`src/sbt_pkg.sv`:
```
// Shared types, widths, token kinds and keyword tables of the byte tokenizer.
// No dependencies; used by every other file but the macros header.
package sbt_pkg;

    localparam int OFFSET_BITS = 32;
    localparam int LENGTH_BITS = 16;
    localparam int LINE_BITS   = 24;

    // Token kinds
    localparam logic [4:0] KIND_IDENT     = 5'd0;
    localparam logic [4:0] KIND_KW_BASE   = 5'd1;
    localparam logic [4:0] KIND_INT       = 5'd8;
    localparam logic [4:0] KIND_FLOAT     = 5'd9;
    localparam logic [4:0] KIND_LPAREN    = 5'd10;
    localparam logic [4:0] KIND_RPAREN    = 5'd11;
    localparam logic [4:0] KIND_ASSIGN    = 5'd12;
    localparam logic [4:0] KIND_AMP       = 5'd13;
    localparam logic [4:0] KIND_PIPE      = 5'd14;
    localparam logic [4:0] KIND_OP_BASE   = 5'd15;
    localparam logic [4:0] KIND_OP_LAST   = 5'd28;
    localparam logic [4:0] KIND_LINEBREAK = 5'd29;
    localparam logic [4:0] KIND_EOF       = 5'd30;
    localparam logic [4:0] KIND_ERROR     = 5'd31;

    // Error codes
    localparam logic [1:0] ERR_NONE        = 2'd0;
    localparam logic [1:0] ERR_UNEXPECTED  = 2'd1;
    localparam logic [1:0] ERR_NO_FRACTION = 2'd2;

    // Keywords: do, else, for, function, if, return, while
    localparam int NUM_KW = 7;
    localparam logic [7:0] KW_TEXT [NUM_KW][8] = '{
        '{"d", "o", 8'h00, 8'h00, 8'h00, 8'h00, 8'h00, 8'h00},
        '{"e", "l", "s", "e", 8'h00, 8'h00, 8'h00, 8'h00},
        '{"f", "o", "r", 8'h00, 8'h00, 8'h00, 8'h00, 8'h00},
        '{"f", "u", "n", "c", "t", "i", "o", "n"},
        '{"i", "f", 8'h00, 8'h00, 8'h00, 8'h00, 8'h00, 8'h00},
        '{"r", "e", "t", "u", "r", "n", 8'h00, 8'h00},
        '{"w", "h", "i", "l", "e", 8'h00, 8'h00, 8'h00}
    };
    localparam logic [3:0] KW_LEN [NUM_KW] = '{4'd2, 4'd4, 4'd3, 4'd8, 4'd2, 4'd6, 4'd5};

    // Operators that may take a trailing '='
    localparam int NUM_OPS = 7;
    localparam logic [7:0] OP_CHARS [NUM_OPS] = '{"+", "-", "*", "/", "%", ">", "<"};

    typedef logic [OFFSET_BITS-1:0] offset_t;
    typedef logic [LENGTH_BITS-1:0] length_t;
    typedef logic [LINE_BITS-1:0]   line_t;

    typedef struct packed {
        logic [4:0] kind;
        logic [1:0] err;
        offset_t    offset;
        length_t    length;
        line_t      line;
        logic       last;
    } token_t;

    // Up to two tokens caused by one byte
    typedef struct packed {
        token_t     first;
        token_t     second;
        logic [1:0] count;
    } batch_t;

endpackage

```
`src/sbt_if.sv`:
```
// Handshake channels of the tokenizer: source bytes in, tokens out.
// Depends on sbt_pkg for field widths.
interface sbt_byte_if;
    logic       valid;
    logic       ready;
    logic [7:0] source_byte;

    modport source (output valid, output source_byte, input ready);
    modport sink (input valid, input source_byte, output ready);
endinterface

interface sbt_token_if;
    logic                 valid;
    logic                 ready;
    logic [4:0]           token_kind;
    logic [1:0]           error_code;
    sbt_pkg::offset_t     token_offset;
    sbt_pkg::length_t     token_length;
    sbt_pkg::line_t       token_line;
    logic                 last_of_run;

    modport source (output valid, output token_kind, output error_code, output token_offset,
                    output token_length, output token_line, output last_of_run,
                    input ready);
    modport sink (input valid, input token_kind, input error_code, input token_offset,
                  input token_length, input token_line, input last_of_run,
                  output ready);
endinterface

```
`src/sbt_scanner.sv`:
```
// Scanner state and per-byte next-state logic; forms up to two tokens per byte.
// Depends on sbt_pkg.
module sbt_scanner
(
    input  logic            clk,
    input  logic            rst_n,
    input  logic            accept,
    input  logic [7:0]      source_byte,
    output sbt_pkg::batch_t batch
);

    localparam logic [2:0] MODE_IDLE  = 3'd0;
    localparam logic [2:0] MODE_IDENT = 3'd1;
    localparam logic [2:0] MODE_INT   = 3'd2;
    localparam logic [2:0] MODE_ZERO  = 3'd3;
    localparam logic [2:0] MODE_DOT   = 3'd4;
    localparam logic [2:0] MODE_FRAC  = 3'd5;
    localparam logic [2:0] MODE_OPER  = 3'd6;

    localparam logic [7:0] CH_NUL     = 8'h00;
    localparam logic [7:0] CH_TAB     = 8'h09;
    localparam logic [7:0] CH_LF      = 8'h0A;
    localparam logic [7:0] CH_CR      = 8'h0D;
    localparam logic [7:0] CH_SPACE   = 8'h20;
    localparam logic [7:0] CH_AMP     = 8'h26;
    localparam logic [7:0] CH_LPAREN  = 8'h28;
    localparam logic [7:0] CH_RPAREN  = 8'h29;
    localparam logic [7:0] CH_DOT     = 8'h2E;
    localparam logic [7:0] CH_ZERO    = 8'h30;
    localparam logic [7:0] CH_EQUAL   = 8'h3D;
    localparam logic [7:0] CH_PIPE    = 8'h7C;

    localparam sbt_pkg::length_t LEN_MAX  = '1;
    localparam sbt_pkg::line_t   LINE_MAX = '1;
    localparam logic [sbt_pkg::NUM_KW-1:0] KW_ALL = '1;

    logic [2:0]                     mode_reg, mode_next;
    logic [2:0]                     op_reg, op_next;
    logic [sbt_pkg::NUM_KW-1:0]     kw_reg, kw_next;
    sbt_pkg::offset_t               start_reg, start_next;
    sbt_pkg::offset_t               cur_reg, cur_next;
    sbt_pkg::length_t               len_reg, len_next;
    sbt_pkg::line_t                 line_reg, line_next;

    logic                           ch_letter, ch_numeral, taken, op_hit;
    logic [2:0]                     op_idx;
    sbt_pkg::length_t               len_grow;
    logic                           flush_valid, new_valid;
    sbt_pkg::token_t                flush_tok, new_tok;
    logic [4:0]                     ident_kind;

    // Drop keywords that cannot match at position pos
    function automatic logic [sbt_pkg::NUM_KW-1:0] kw_narrow(
        input logic [sbt_pkg::NUM_KW-1:0] kw,
        input sbt_pkg::length_t           pos,
        input logic [7:0]                 ch
    );
        logic [sbt_pkg::NUM_KW-1:0] res;
        res = kw;
        for (int i = 0; i < sbt_pkg::NUM_KW; i++)
        begin
            if (pos >= sbt_pkg::LENGTH_BITS'(sbt_pkg::KW_LEN[i]) ||
                sbt_pkg::KW_TEXT[i][pos[2:0]] != ch)
            begin
                res[i] = 1'b0;
            end
        end
        return res;
    endfunction

    // Character classes
    assign ch_letter  = source_byte inside {[8'h61:8'h7A], [8'h41:8'h5A], 8'h5F};
    assign ch_numeral = source_byte inside {[8'h30:8'h39]};
    assign len_grow = (len_reg == LEN_MAX) ? len_reg : len_reg + sbt_pkg::LENGTH_BITS'(1);

    // Operator lookup
    always_comb
    begin
        op_hit = 1'b0;
        op_idx = 3'd0;
        for (int i = 0; i < sbt_pkg::NUM_OPS; i++)
        begin
            if (source_byte == sbt_pkg::OP_CHARS[i])
            begin
                op_hit = 1'b1;
                op_idx = 3'(i);
            end
        end
    end

    // Keyword resolution of a finished identifier; later entries win
    always_comb
    begin
        ident_kind = sbt_pkg::KIND_IDENT;
        for (int i = 0; i < sbt_pkg::NUM_KW; i++)
        begin
            if (kw_reg[i] && len_reg == sbt_pkg::LENGTH_BITS'(sbt_pkg::KW_LEN[i]))
            begin
                ident_kind = sbt_pkg::KIND_KW_BASE + 5'(i);
            end
        end
    end

    // Next state and emitted tokens
    always_comb
    begin
        mode_next   = mode_reg;
        op_next     = op_reg;
        kw_next     = kw_reg;
        start_next  = start_reg;
        cur_next    = cur_reg + sbt_pkg::OFFSET_BITS'(1);
        len_next    = len_reg;
        line_next   = line_reg;
        taken       = 1'b0;
        flush_valid = 1'b0;
        new_valid   = 1'b0;
        flush_tok   = '{kind: sbt_pkg::KIND_IDENT, err: sbt_pkg::ERR_NONE, offset: start_reg,
                        length: len_reg, line: line_reg, last: 1'b0};
        new_tok     = '{kind: sbt_pkg::KIND_ERROR, err: sbt_pkg::ERR_NONE, offset: cur_reg,
                        length: sbt_pkg::LENGTH_BITS'(1), line: line_reg, last: 1'b0};

        // Extend the pending token
        case (mode_reg)
            MODE_IDENT:
            begin
                if (ch_letter || ch_numeral)
                begin
                    taken    = 1'b1;
                    kw_next  = kw_narrow(kw_reg, len_reg, source_byte);
                    len_next = len_grow;
                end
            end
            MODE_INT:
            begin
                if (ch_numeral)
                begin
                    taken    = 1'b1;
                    len_next = len_grow;
                end
                else if (source_byte == CH_DOT)
                begin
                    taken     = 1'b1;
                    mode_next = MODE_DOT;
                    len_next  = len_grow;
                end
            end
            MODE_ZERO:
            begin
                if (source_byte == CH_DOT)
                begin
                    taken     = 1'b1;
                    mode_next = MODE_DOT;
                    len_next  = len_grow;
                end
            end
            MODE_DOT, MODE_FRAC:
            begin
                if (ch_numeral)
                begin
                    taken     = 1'b1;
                    mode_next = MODE_FRAC;
                    len_next  = len_grow;
                end
            end
            MODE_OPER:
            begin
                if (source_byte == CH_EQUAL)
                begin
                    taken          = 1'b1;
                    mode_next      = MODE_IDLE;
                    len_next       = len_grow;
                    new_valid      = 1'b1;
                    new_tok.kind   = sbt_pkg::KIND_OP_BASE + {1'b0, op_reg, 1'b1};
                    new_tok.offset = start_reg;
                    new_tok.length = len_grow;
                end
            end
            default:
            begin
            end
        endcase

        if (!taken)
        begin
            // Flush the pending token
            flush_valid = 1'b1;
            case (mode_reg)
                MODE_IDENT:            flush_tok.kind = ident_kind;
                MODE_INT, MODE_ZERO:   flush_tok.kind = sbt_pkg::KIND_INT;
                MODE_FRAC:             flush_tok.kind = sbt_pkg::KIND_FLOAT;
                MODE_DOT:
                begin
                    flush_tok.kind = sbt_pkg::KIND_ERROR;
                    flush_tok.err  = sbt_pkg::ERR_NO_FRACTION;
                end
                MODE_OPER:
                begin
                    flush_tok.kind = sbt_pkg::KIND_OP_BASE + {1'b0, op_reg, 1'b0};
                end
                default:               flush_valid = 1'b0;
            endcase
            mode_next = MODE_IDLE;

            // Scan the byte afresh
            if (source_byte == CH_NUL)
            begin
                new_valid      = 1'b1;
                new_tok.kind   = sbt_pkg::KIND_EOF;
                new_tok.length = '0;
                op_next        = 3'd0;
                kw_next        = KW_ALL;
                start_next     = '0;
                cur_next       = '0;
                len_next       = '0;
                line_next      = sbt_pkg::LINE_BITS'(1);
            end
            else if (source_byte inside {CH_SPACE, CH_TAB, CH_CR})
            begin
            end
            else if (ch_letter)
            begin
                mode_next  = MODE_IDENT;
                start_next = cur_reg;
                kw_next    = kw_narrow(KW_ALL, '0, source_byte);
                len_next   = sbt_pkg::LENGTH_BITS'(1);
            end
            else if (ch_numeral)
            begin
                mode_next  = (source_byte == CH_ZERO) ? MODE_ZERO : MODE_INT;
                start_next = cur_reg;
                len_next   = sbt_pkg::LENGTH_BITS'(1);
            end
            else if (source_byte == CH_LF)
            begin
                line_next    = (line_reg == LINE_MAX) ? line_reg
                                                      : line_reg + sbt_pkg::LINE_BITS'(1);
                new_valid    = 1'b1;
                new_tok.kind = sbt_pkg::KIND_LINEBREAK;
                new_tok.line = line_next;
            end
            else if (source_byte == CH_LPAREN)
            begin
                new_valid    = 1'b1;
                new_tok.kind = sbt_pkg::KIND_LPAREN;
            end
            else if (source_byte == CH_RPAREN)
            begin
                new_valid    = 1'b1;
                new_tok.kind = sbt_pkg::KIND_RPAREN;
            end
            else if (source_byte == CH_EQUAL)
            begin
                new_valid    = 1'b1;
                new_tok.kind = sbt_pkg::KIND_ASSIGN;
            end
            else if (source_byte == CH_AMP)
            begin
                new_valid    = 1'b1;
                new_tok.kind = sbt_pkg::KIND_AMP;
            end
            else if (source_byte == CH_PIPE)
            begin
                new_valid    = 1'b1;
                new_tok.kind = sbt_pkg::KIND_PIPE;
            end
            else if (op_hit)
            begin
                mode_next  = MODE_OPER;
                op_next    = op_idx;
                start_next = cur_reg;
                len_next   = sbt_pkg::LENGTH_BITS'(1);
            end
            else
            begin
                new_valid    = 1'b1;
                new_tok.err  = sbt_pkg::ERR_UNEXPECTED;
            end
        end
    end

    // Pack tokens in order; the final one carries last
    always_comb
    begin
        batch.first  = flush_valid ? flush_tok : new_tok;
        batch.second = new_tok;
        batch.count  = {1'b0, flush_valid} + {1'b0, new_valid};
        batch.second.last = 1'b1;
        batch.first.last  = !(flush_valid && new_valid);
    end

    // State registers
    always_ff @(posedge clk or negedge rst_n)
    begin
        if (!rst_n)
        begin
            mode_reg  <= MODE_IDLE;
            op_reg    <= 3'd0;
            kw_reg    <= KW_ALL;
            start_reg <= '0;
            cur_reg   <= '0;
            len_reg   <= '0;
            line_reg  <= sbt_pkg::LINE_BITS'(1);
        end
        else if (accept)
        begin
            mode_reg  <= mode_next;
            op_reg    <= op_next;
            kw_reg    <= kw_next;
            start_reg <= start_next;
            cur_reg   <= cur_next;
            len_reg   <= len_next;
            line_reg  <= line_next;
        end
    end

endmodule

```
`src/sbt_out_stage.sv`:
```
// Result register pair and output register; hands tokens out one per word.
// Depends on sbt_pkg.
module sbt_out_stage
(
    input  logic            clk,
    input  logic            rst_n,
    input  logic            byte_valid,
    output logic            byte_ready,
    output logic            accept,
    input  sbt_pkg::batch_t batch,
    output logic            tok_valid,
    input  logic            tok_ready,
    output sbt_pkg::token_t tok
);

    sbt_pkg::token_t slot0_reg, slot0_next;
    sbt_pkg::token_t slot1_reg, slot1_next;
    logic [1:0]      cnt_reg, cnt_next;
    sbt_pkg::token_t tok_reg, tok_next;
    logic            tok_valid_reg, tok_valid_next;
    logic            o_load, pop;

    // Room check: the pair must be empty after this cycle's pop
    always_comb
    begin
        o_load     = !tok_valid_reg || tok_ready;
        pop        = o_load && (cnt_reg != 2'd0);
        byte_ready = (cnt_reg == 2'd0) || (cnt_reg == 2'd1 && o_load);
        accept     = byte_valid && byte_ready;
    end

    // Move one token to the output register, refill the pair
    always_comb
    begin
        slot0_next     = slot0_reg;
        slot1_next     = slot1_reg;
        cnt_next       = cnt_reg;
        tok_next       = tok_reg;
        tok_valid_next = o_load ? pop : tok_valid_reg;
        if (pop)
        begin
            tok_next   = slot0_reg;
            slot0_next = slot1_reg;
            cnt_next   = cnt_reg - 2'd1;
        end
        if (accept)
        begin
            slot0_next = batch.first;
            slot1_next = batch.second;
            cnt_next   = batch.count;
        end
    end

    always_ff @(posedge clk or negedge rst_n)
    begin
        if (!rst_n)
        begin
            cnt_reg       <= 2'd0;
            tok_valid_reg <= 1'b0;
        end
        else
        begin
            cnt_reg       <= cnt_next;
            tok_valid_reg <= tok_valid_next;
        end
    end

    // Payload, no reset
    always_ff @(posedge clk)
    begin
        slot0_reg <= slot0_next;
        slot1_reg <= slot1_next;
        tok_reg   <= tok_next;
    end

    assign tok_valid = tok_valid_reg;
    assign tok       = tok_reg;

endmodule

```
`src/source_byte_tokenizer_core.sv`:
```
// A token passes from the accepted byte through the result register pair into the output register.
// Throughput: one byte per cycle while the output is not stalled; a byte that yields two tokens
// (a flushed token plus its own) holds the input until its first token is in the single-word output register.
// Reset (rst_n low, asynchronous): offset 0, line 1, no pending token, output empty.
// Depends on sbt_pkg, sbt_if, sbt_scanner and sbt_out_stage.
module source_byte_tokenizer_core
(
    input  logic        clk,
    input  logic        rst_n,
    sbt_byte_if.sink    bytes,
    sbt_token_if.source tokens
);

    sbt_pkg::batch_t batch;
    sbt_pkg::token_t tok;
    logic            accept;
    logic            byte_ready;
    logic            tok_valid;

    // Per-byte scan
    sbt_scanner u_scanner
    (
        .clk         (clk),
        .rst_n       (rst_n),
        .accept      (accept),
        .source_byte (bytes.source_byte),
        .batch       (batch)
    );

    // Token buffering and output
    sbt_out_stage u_out_stage
    (
        .clk        (clk),
        .rst_n      (rst_n),
        .byte_valid (bytes.valid),
        .byte_ready (byte_ready),
        .accept     (accept),
        .batch      (batch),
        .tok_valid  (tok_valid),
        .tok_ready  (tokens.ready),
        .tok        (tok)
    );

    assign bytes.ready         = byte_ready;
    assign tokens.valid        = tok_valid;
    assign tokens.token_kind   = tok.kind;
    assign tokens.error_code   = tok.err;
    assign tokens.token_offset = tok.offset;
    assign tokens.token_length = tok.length;
    assign tokens.token_line   = tok.line;
    assign tokens.last_of_run  = tok.last;

endmodule

```
`src/flat_wrapper.sv`:
```
// flat-port wrapper written by rule: the top's interface ports become plain ports
module source_byte_tokenizer_core_flat 
  (clk, rst_n, bytes_valid, bytes_source_byte, bytes_ready, tokens_valid, tokens_token_kind, tokens_error_code, tokens_token_offset, tokens_token_length, tokens_token_line, tokens_last_of_run, tokens_ready);
  sbt_byte_if bytes_i ();
  sbt_token_if tokens_i ();
  input  logic clk;
  input  logic rst_n;
  input wire logic [$bits(bytes_i.valid)-1:0] bytes_valid;
  input wire logic [$bits(bytes_i.source_byte)-1:0] bytes_source_byte;
  output wire logic [$bits(bytes_i.ready)-1:0] bytes_ready;
  output wire logic [$bits(tokens_i.valid)-1:0] tokens_valid;
  output wire logic [$bits(tokens_i.token_kind)-1:0] tokens_token_kind;
  output wire logic [$bits(tokens_i.error_code)-1:0] tokens_error_code;
  output wire logic [$bits(tokens_i.token_offset)-1:0] tokens_token_offset;
  output wire logic [$bits(tokens_i.token_length)-1:0] tokens_token_length;
  output wire logic [$bits(tokens_i.token_line)-1:0] tokens_token_line;
  output wire logic [$bits(tokens_i.last_of_run)-1:0] tokens_last_of_run;
  input wire logic [$bits(tokens_i.ready)-1:0] tokens_ready;
  assign bytes_i.valid = bytes_valid;
  assign bytes_i.source_byte = bytes_source_byte;
  assign bytes_ready = bytes_i.ready;
  assign tokens_valid = tokens_i.valid;
  assign tokens_token_kind = tokens_i.token_kind;
  assign tokens_error_code = tokens_i.error_code;
  assign tokens_token_offset = tokens_i.token_offset;
  assign tokens_token_length = tokens_i.token_length;
  assign tokens_token_line = tokens_i.token_line;
  assign tokens_last_of_run = tokens_i.last_of_run;
  assign tokens_i.ready = tokens_ready;
  source_byte_tokenizer_core u_core (.clk(clk), .rst_n(rst_n), .bytes(bytes_i), .tokens(tokens_i));
endmodule
```
`config.mk`:
```
export PLATFORM = sky130hd
export DESIGN_NAME = source_byte_tokenizer_core_flat
export DESIGN_NICKNAME = d
export VERILOG_FILES = /design/src/sbt_pkg.sv /design/src/sbt_if.sv /design/src/sbt_scanner.sv /design/src/sbt_out_stage.sv /design/src/source_byte_tokenizer_core.sv /design/src/flat_wrapper.sv
export SDC_FILE = /design/constraint.sdc
export NUM_CORES = 1
export LEC_CHECK = 0
export BUFFER_PORTS_ARGS = -buffer_cell sky130_fd_sc_hd__buf_2
export CORE_UTILIZATION = 30
export DETAILED_ROUTE_END_ITERATION = 8
export GPL_TIMING_DRIVEN = 1
export REMOVE_ABC_BUFFERS = 1
export SYNTH_ARGS = -nofsm -noshare
export SYNTH_HDL_FRONTEND = slang
export SYNTH_SLANG_ARGS = --single-unit
```
`constraint.sdc`:
```
create_clock -name clk -period 8.5 [get_ports clk]
set_input_delay 1.275 -clock clk [delete_from_list [all_inputs] [get_ports clk]]
set_output_delay 1.275 -clock clk [all_outputs]
set_load 0.005 [all_outputs]
```
==> results of run 1 <==
## power by group through the flow
stage / combinational [uW] / sequential (uW) / clock, uW
after CTS: 1480 / 2820 / 1610
after global placement: 1440 / 2850 / 0
final: 1450 / 2810 / 1560
after global routing: 1620 / 2870 / 1670
after floorplan: 839 / 2830 / 0
after detailed placement: 1470 / 2850 / 0
## Yosys cell counts (12+ instances only)
cell type | instances | area, sq um
mux2i_1 | 40 | 400
buf_2 | 29 | 145
nand3_1 | 47 | 235
and3_1 | 18 | 113
nand2_1 | 241 | 905
mux2_2 | 33 | 372
inv_1 | 25 | 93.8
ha_1 | 14 | 175
nor3_1 | 29 | 145
nand4_1 | 24 | 150
xnor2_1 | 51 | 447
a21oi_1 | 67 | 335
a31oi_1 | 12 | 75.1
o21ai_0 | 154 | 771
nor2_1 | 110 | 413
xor2_1 | 35 | 307
o31ai_1 | 13 | 97.6
edfxtp_1 | 238 | 7150
clkbuf_1 | 72 | 270
o21ai_1 | 21 | 105
dfrtp_1 | 112 | 2800
## stage by stage
stage	area, sq um	total power, uW	TNS [ps]	cells	hold WS [ps]
finish	19700	5820	0	2439	416
global route	19700	6150	0	2439	424
CTS	19700	5900	0	2439	418
detailed placement	18600	4310	0	2371	405
global placement	18600	4280	0	2371	406
floorplan	17000	3660	-26980	1496	400
## worst paths after layout
check	slack, ps	end	cells after the start
setup / recovery	3980	u_core.u_out_stage.slot0_reg[23]	10
hold / removal	420	u_core.u_out_stage.tok[5]	0
setup reg to reg	4280	u_core.u_scanner.line_reg[21]	9
hold reg to reg	420	u_core.u_out_stage.tok[5]	0
max in group asynchronous	6780	u_core.u_scanner.cur_reg[11]	2
min in group asynchronous	690	u_core.u_scanner.cur_reg[14]	1
## logic make-up after synthesis
group                      after synthesis  synth area share
DFF                                    358             0.581
muxes                                   73            0.0441
AOI/OAI and AO/OA                      359             0.125
adders and majority gates               14            0.0100
xor gates and xnor gates                86            0.0431
and+or+nand+nor                        578             0.162
buffers and inverters                  142            0.0347
## layout make-up
| type | instances | area, sq um |
|---|---|---|
| clock buffers | 52 | 1000 |
| well taps | 765 | 957 |
| fillers | 5820 | 38000 |
| multi-input cells | 1110 | 6750 |
| flip-flops and latches | 358 | 10200 |
| repair buffers | 110 | 596 |
| inverters | 28 | 108 |
| clock inverters | 16 | 148 |
## placed cells by master, fill, tap and decap left out, types with 6 or more instances in the layout
cell	instances
a211oi_1	11
a21o_1	10
a21oi_1	67
a22o_1	7
a31o_2	6
a31oi_1	12
and2_1	6
and3_1	18
and4_1	7
buf_2	92
buf_4	18
clkbuf_1	13
clkbuf_16	37
clkinv_1	10
dfrtp_1	112
dfstp_2	8
edfxtp_1	238
ha_1	14
inv_1	24
mux2_2	33
mux2i_1	40
nand2_1	240
nand2b_1	11
nand3_1	47
nand4_1	24
nor2_1	110
nor2b_1	9
nor3_1	28
nor4_1	11
o211ai_1	6
o21ai_0	154
o21ai_1	20
o31ai_1	13
or3_1	11
xnor2_1	51
xor2_1	35
## worst max-delay path, cell delays in order
cell      delay, ps
buf_2           450
nand4b_1        200
a221oi_1        420
o21ai_1         330
nand4_4         190
buf_4           670
inv_2           530
nor2_1          200
a21oi_1          50
o21ai_0         440
## per-layer routing
metal / GRT usage / vias to the layer above
met4: 0.0446 / 2
met3: 0.0265 / 59
li1: - / 5895
met5: 0 / -
met2: 0.227 / 316
met1: 0.202 / 6012
==> flow_summary.toml, run 1 <==
[worst_setup_path]
path_class = "in -> reg"
worst_setup_path_end_kind = "flop"
worstSetupStartpointType = "input pin"
cp_data_required_time_ps = 8770
crit_start = "bytes_source_byte[2]"
cp.arrival_ps = 4790
crit_fanout = 46
r2r_start = "u_core.u_out_stage.cnt_reg[0]"

[pwr]
power_frac_seq = 0.482
power.net_switching_uw = 1880
power_density_nw_per_um2 = 295
internal-power_uw = 3940
ir_worst_vdd_mv = 0.195
p_leak_uw = 0.00728
p_clk_frac = 0.268
comb_power_share = 0.249
p_sw_frac = 0.323

[timing]
fin_crit_ps = 4520
fin_skew_ps = 20.6
setup_violations = 0
finalHoldViolCount = 0
finalMaxSlewViolations = 0
post-route-worst-setup-slack_ps = 3980
fmax_mhz = 221
grt_setup_unrepaired = "no"
worst_slew_pin_slew_ps = 950
relSlewSlack = 0.358
period_share = 0.532

[finish]
layout-drive-gt1-share = 0.148
synthToLayoutAreaGrowth_pct = 12.8
antenna_cells = 0
final_core_util = 0.342
fin_nets = 1671

[clocking]
clockBufferDepth = 3
cts_buffers = 37
cts_num_sinks = 358
clkSlewWorstSetupHoldPaths_ps = 60
cts_hold_buffers = 0
htreeDepth = 2
root_buffer = "clkbuf_16"
cts-resized-gates = 0
post_cts_buffers = 0
clock_latency_ps = 550
cts_tree = "built"

[floorplan]
core-area_sq_um = 57700
io_pins = 94
rows = 88
start_util = 0.303
die_area_sq_um = 59300
dieHeight_um = 243
die_w_um = 243

[routing]
first_iter_violations = 1088
via_count = 12300
first_pass_iters = 7
via_per_inst = 5.04
highest_layer = "met5"
met2_length_um = 19800
routedWlPerCell_um = 17.8
drc = 2
wl_um = 43300
ant_nets = 0
met3_length_um = 2280
met1_length_um = 20300

[synth]
ys_types = 91
syn-instance-count = 1610
ys_seq_area_frac = 0.581
syn_area_per_cell_sq_um = 10.9
synth_seq_cells = 358
synthArstFlopShare = 0.335
yosys_warnings = 0
synth_flop_cell = "edfxtp_1"
syn_area_sq_um = 17500
synth-edff-count = 238

[global_routing]
grt_usage = 0.145
grt_pass1_vias = 12100
grt-ovfl-total = 0
antenna_found_initial = 1
grt_start_max_net_pins = 95
grt_pass1_wl_um = 68900

[worst_hold_path]
hold_start = "u_core.u_out_stage.slot0_reg[5]"
hold_class = "reg -> reg"

[place]
place_hpwl_um = 27900
io_buffers = 93
place_ws_ps = 3570
gp_congestion = 0.876

[outcome]
status = "complete, but fails checks"
violations = "design-rule violations"

[job]
maxCapViolCount = 0
Power figures use the tool's default switching activity.
==> run 2: changes to the inputs <==
==> constraint.sdc (replaced) <==
create_clock -name clk -period 4.42 [get_ports clk]
set_input_delay 0.663 -clock clk [delete_from_list [all_inputs] [get_ports clk]]
set_output_delay 0.663 -clock clk [all_outputs]
set_load 0.005 [all_outputs]
==> run 2 against run 1 <==
Net effect:
- the run now ends clean
- clock power grew 110%
- utilization grew 0.38 points
- first-iteration DRC count shrank 2.7%
- clock-buffer cell count shrank 3
- setup slack lost 2700 ps
- largest cell class unchanged
- die area is the same
- global-route usage is essentially flat
- highest routed layer is now met4
- critical endpoint is now u_core.u_scanner.start_reg[15]
- hold slack lost 220 ps
==> flow_summary.toml, run 2 (synthesized netlist as in run 1, its figures left out) <==
[timing]
post-route-worst-setup-slack_ps = 1270
grt_setup_unrepaired = "no"
finalMaxSlewViolations = 0
fmax_mhz = 317
worst_slew_pin_slew_ps = 969
relSlewSlack = 0.345
period_share = 0.713
fin_crit_ps = 3150
finalHoldViolCount = 0
fin_skew_ps = 19.4
hold_slack_ps = 200
setup_violations = 0

[clocking]
root_buffer = "clkbuf_16"
cts-resized-gates = 0
cts_num_sinks = 358
clockBufferDepth = 3
clock_latency_ps = 560
cts_tree = "built"
cts_hold_buffers = 0
post_cts_buffers = 0
htreeDepth = 2
cts_buffers = 38
clkSlewWorstSetupHoldPaths_ps = 60

[worst_setup_path]
worst_setup_path_end_kind = "flop"
slowest_delay_ps = 750
crit_fanout = 63
cp_data_required_time_ps = 4820
worstSetupStartpointType = "flop"
cpMaxStageDelayCell = "nor3b_1"
cp.arrival_ps = 3550
crit_buf_inv = 1
ff2ff_setup_slack_ps = 1270
path_delay_family = "compound AO/OA/AOI/OAI gates"
path_class = "reg -> reg"
crit_path_cell_trace = "nor3b_1 -> o211a_1 -> a21oi_4 -> o211a_4 -> o21ai_4 -> buf_4 -> o21ai_0"

[finish]
antenna_cells = 0
layout-drive-gt1-share = 0.156
fin_nets = 1684
synthToLayoutAreaGrowth_pct = 14.0
layout_common_cells = "nand2_1, edfxtp_1, o21ai_0, dfrtp_1, nor2_1"
final_common_cell = "nand2_1"

[routing]
first_pass_iters = 9
ant_nets = 0
first_iter_violations = 1059
drc = 0
via_per_inst = 5.06
via_count = 12400
routedWlPerCell_um = 17.9
wl_um = 44000

[floorplan]
start_util = 0.303
die_area_sq_um = 59300
die_w_um = 243
core-area_sq_um = 57700
rows = 88
io_pins = 94
dieHeight_um = 243

[job]
maxCapViolCount = 0

[pwr]
p_leak_uw = 0.00740
power_density_nw_per_um2 = 575
ir_worst_vdd_mv = 0.257

[global_routing]
grt_usage = 0.145
grt-ovfl-total = 0
antenna_found_initial = 0
grt_start_max_net_pins = 83
grt_pass1_vias = 12000
grt_pass1_wl_um = 68700

[place]
place_hpwl_um = 29100
gp_congestion = 0.869
io_buffers = 93
place_ws_ps = 935

[worst_hold_path]
hold_class = "in -> async"

[outcome]
status = "completed"
[run 2: stage by stage]
| step | setup TNS [ps] | utilization | instances | total power (uW) | cell area [sq um] |
|---|---|---|---|---|---|
| 2_1_floorplan | -937440 | - | 1496 | 7050 | 17000 |
| 4_1_cts | 0 | 0.346 | 2453 | 11600 | 19900 |
| 3_3_place_gp | 0 | 0.324 | 2383 | 8340 | 18700 |
| 3_5_place_dp | 0 | 0.324 | 2383 | 8390 | 18700 |
| 6_report | 0 | 0.346 | 2453 | 11500 | 19900 |
| 5_1_grt | 0 | 0.346 | 2453 | 12100 | 19900 |
[run 2: final timing paths]
| kind | from | endpoint | depth (start not counted) |
|---|---|---|---|
| max in group asynchronous | rst_n | u_core.u_scanner.kw_reg[5] | 2 |
| hold / removal | rst_n | u_core.u_out_stage.tok_valid | 1 |
| setup / recovery | u_core.u_scanner.mode_reg[1] | u_core.u_scanner.start_reg[15] | 7 |
| hold reg to reg | u_core.u_out_stage.slot0_reg[67] | u_core.u_out_stage.tok[67] | 0 |
| setup reg to reg | u_core.u_scanner.mode_reg[1] | u_core.u_scanner.start_reg[15] | 7 |
| min in group clk | u_core.u_out_stage.slot0_reg[67] | u_core.u_out_stage.tok[67] | 0 |
[run 2: cell type report]
cell class	instances	area (sq um)
clock inverter	21	246
sequential	358	10200
tap	765	957
inverter	28	108
fill	5763	37800
multi-input combinational	1110	6750
timing repair buffer	122	723
clock buffer	49	992
[run 2: power by group]
group          switching (uW)  internal (uW)
logic                    1970            913
clock network            1360           1850
registers                 380           5000
[run 2: per-layer routing]
layer	vias to the layer above	share of wire	global-route usage	routed length, um
met3	67	0.043	0.0197	1890
met5	-	0	0	0
met2	296	0.45	0.231	20000
met1	6120	0.48	0.205	21100
li1	5927	-	-	-
met4	0	0.023	0.0451	1010
==> run 3: changes to the inputs <==
==> constraint.sdc (replaced) <==
create_clock -name clk -period 2.9 [get_ports clk]
set_input_delay 0.435 -clock clk [delete_from_list [all_inputs] [get_ports clk]]
set_output_delay 0.435 -clock clk [all_outputs]
set_load 0.005 [all_outputs]
==> run 3 against run 2 <==
Net effect:
- the run now ends with design-rule violations left
- first-iteration DRC count fell by 9.6%
- sequential cell count stayed put
- sequential share of layout area shrank 2.0 points
- combinational power increased by 65%
- register-to-register slack worse by 1100 ps
- die area is the same
- hold slack better by 87 ps
- fmax is 16% higher
- critical endpoint is now u_core.u_out_stage.slot0_reg[17]
==> flow_summary.toml, run 3 (synthesized netlist as in run 1, its figures left out) <==
[global_routing]
grt-ovfl-total = 0
grt_start_max_net_pins = 84
grt_usage = 0.153
grt_pass1_wl_um = 73100
grt_pass1_vias = 12800
antenna_found_initial = 0

[place]
place_hpwl_um = 31200
io_buffers = 93
place_ws_ps = -55.2
gp_congestion = 0.884

[timing]
finalMaxSlewViolations = 0
worst_slew_pin_slew_ps = 717
relSlewSlack = 0.517
post-route-worst-setup-slack_ps = 183
fin_crit_ps = 2720
fmax_mhz = 368
setup-tns-final_ps = 0
grt_setup_unrepaired = "no"
setup_violations = 0
finalHoldViolCount = 0
fin_skew_ps = 30.2
period_share = 0.937

[clocking]
cts_buffers = 38
clock_latency_ps = 550
clkSlewWorstSetupHoldPaths_ps = 70
root_buffer = "clkbuf_16"
cts_tree = "built"
cts_num_sinks = 358
post_cts_buffers = 0
clockBufferDepth = 3
htreeDepth = 2

[finish]
antenna_cells = 0
layout-drive-gt1-share = 0.201
fin_nets = 1776
layout_common_cells = "nand2_1, edfxtp_1, o21ai_0, dfrtp_1, nor2_1"
synthToLayoutAreaGrowth_pct = 18.6
nFillCells = 5738
final_common_cell = "nand2_1"

[worst_setup_path]
crit_path_cell_trace = "nand2b_1 -> a221oi_1 -> o21ai_1 -> nand4_4 -> buf_12 -> nand2_1 -> xor2_1 -> o21ai_0"
cpMaxStageDelayCell = "dfrtp_1"
cp_data_required_time_ps = 3230
worst_setup_path_end_kind = "flop"
path_class = "reg -> reg"
crit_fanout = 39
slowest_delay_ps = 650
cp.arrival_ps = 3050
worstSetupStartpointType = "flop"

[routing]
routedWlPerCell_um = 17.9
drc = 2
via_per_inst = 5.03
ant_nets = 0
first_iter_violations = 957
wl_um = 45400
via_count = 12800
first_pass_iters = 7

[pwr]
p_total_uw = 17800
power_density_nw_per_um2 = 857
p_leak_uw = 0.00789
ir_worst_vdd_mv = 0.638

[floorplan]
rows = 88
start_util = 0.303
die_area_sq_um = 59300
dieHeight_um = 243
die_w_um = 243
io_pins = 94
core-area_sq_um = 57700

[outcome]
status = "complete, but fails checks"
violations = "design-rule violations"

[job]
maxCapViolCount = 0

[worst_hold_path]
hold_class = "in -> reg"
[run 3: cell types whose count changed in the layout (fill, tap and decap cells not counted), sizes merged]
cell	change
clkinv	-2
inv	-1
buf	+91
bufinv	-2
clkinvlp	-2
clkbuf	+6
dlygate4sd3	+1
[run 3: power by group]
group	internal [uW]	switching, uW	leakage [uW]	total (uW)
Sequential	7620	615	0.00387	8230
Combinational	1700	3060	0.00342	4760
Clock	2770	2000	0.000595	4770
Total	12100	5680	0.00789	17800
[run 3: path summary, 6_finish.rpt]
path	to	startpoint	cells past startpoint	slack, ps
setup / recovery	u_core.u_out_stage.slot0_reg[17]	u_core.u_scanner.mode_reg[1]	8	180
hold / removal	u_core.u_out_stage.tok_valid	tokens_ready	3	290
setup reg to reg	u_core.u_out_stage.slot0_reg[17]	u_core.u_scanner.mode_reg[1]	8	180
hold reg to reg	u_core.u_out_stage.tok[6]	u_core.u_out_stage.slot0_reg[6]	0	420
max in group asynchronous	u_core.u_scanner.op_reg[2]	rst_n	3	1700
min in group asynchronous	u_core.u_scanner.start_reg[9]	rst_n	2	380
[run 3: layout make-up]
| class | count | area (sq um) | area share |
|---|---|---|---|
| flip-flops and latches | 358 | 10200 | 0.490 |
| clock buffers | 55 | 1080 | 0.0519 |
| multi-input cells | 1110 | 6750 | 0.326 |
| repair buffers | 214 | 1550 | 0.0749 |
| inverters | 28 | 108 | 0.00519 |
| well taps | 765 | 957 | 0.0462 |
| clock inverters | 14 | 129 | 0.00621 |
[run 3: repair_timing]
action | 4_1_cts | 5_1_grt
hold buffers | 1 | 0
gates resized for setup | 0 | 0
endpoints found under the hold margin | 23 | 0
[run 3: routing by layer]
layer  GRT usage  part of all wire  wire, um
met2       0.246              0.47     21400
met3      0.0218             0.044      1990
met4      0.0424             0.017       785
met1       0.215              0.47     21300
met5           0                 0         0
[run 3: critical path: cells and delay by family (launching register included)]
kind	cells	cell delay, ps
and+or+nand+nor	3	460
AOI/OAI and AO/OA	3	910
DFF	1	650
buffers and inverters	1	300
xor gates and xnor gates	1	150
[run 3: metrics by stage]
stage | cells | hold WS, ps | area, sq um | util
after floorplan | 1496 | 139 | 17000 | -
after global placement | 2474 | 378 | 19500 | 0.338
after detailed placement | 2474 | 382 | 19500 | 0.338
after CTS | 2544 | 291 | 20700 | 0.359
after global routing | 2544 | 303 | 20700 | 0.359
final | 2544 | 287 | 20700 | 0.359
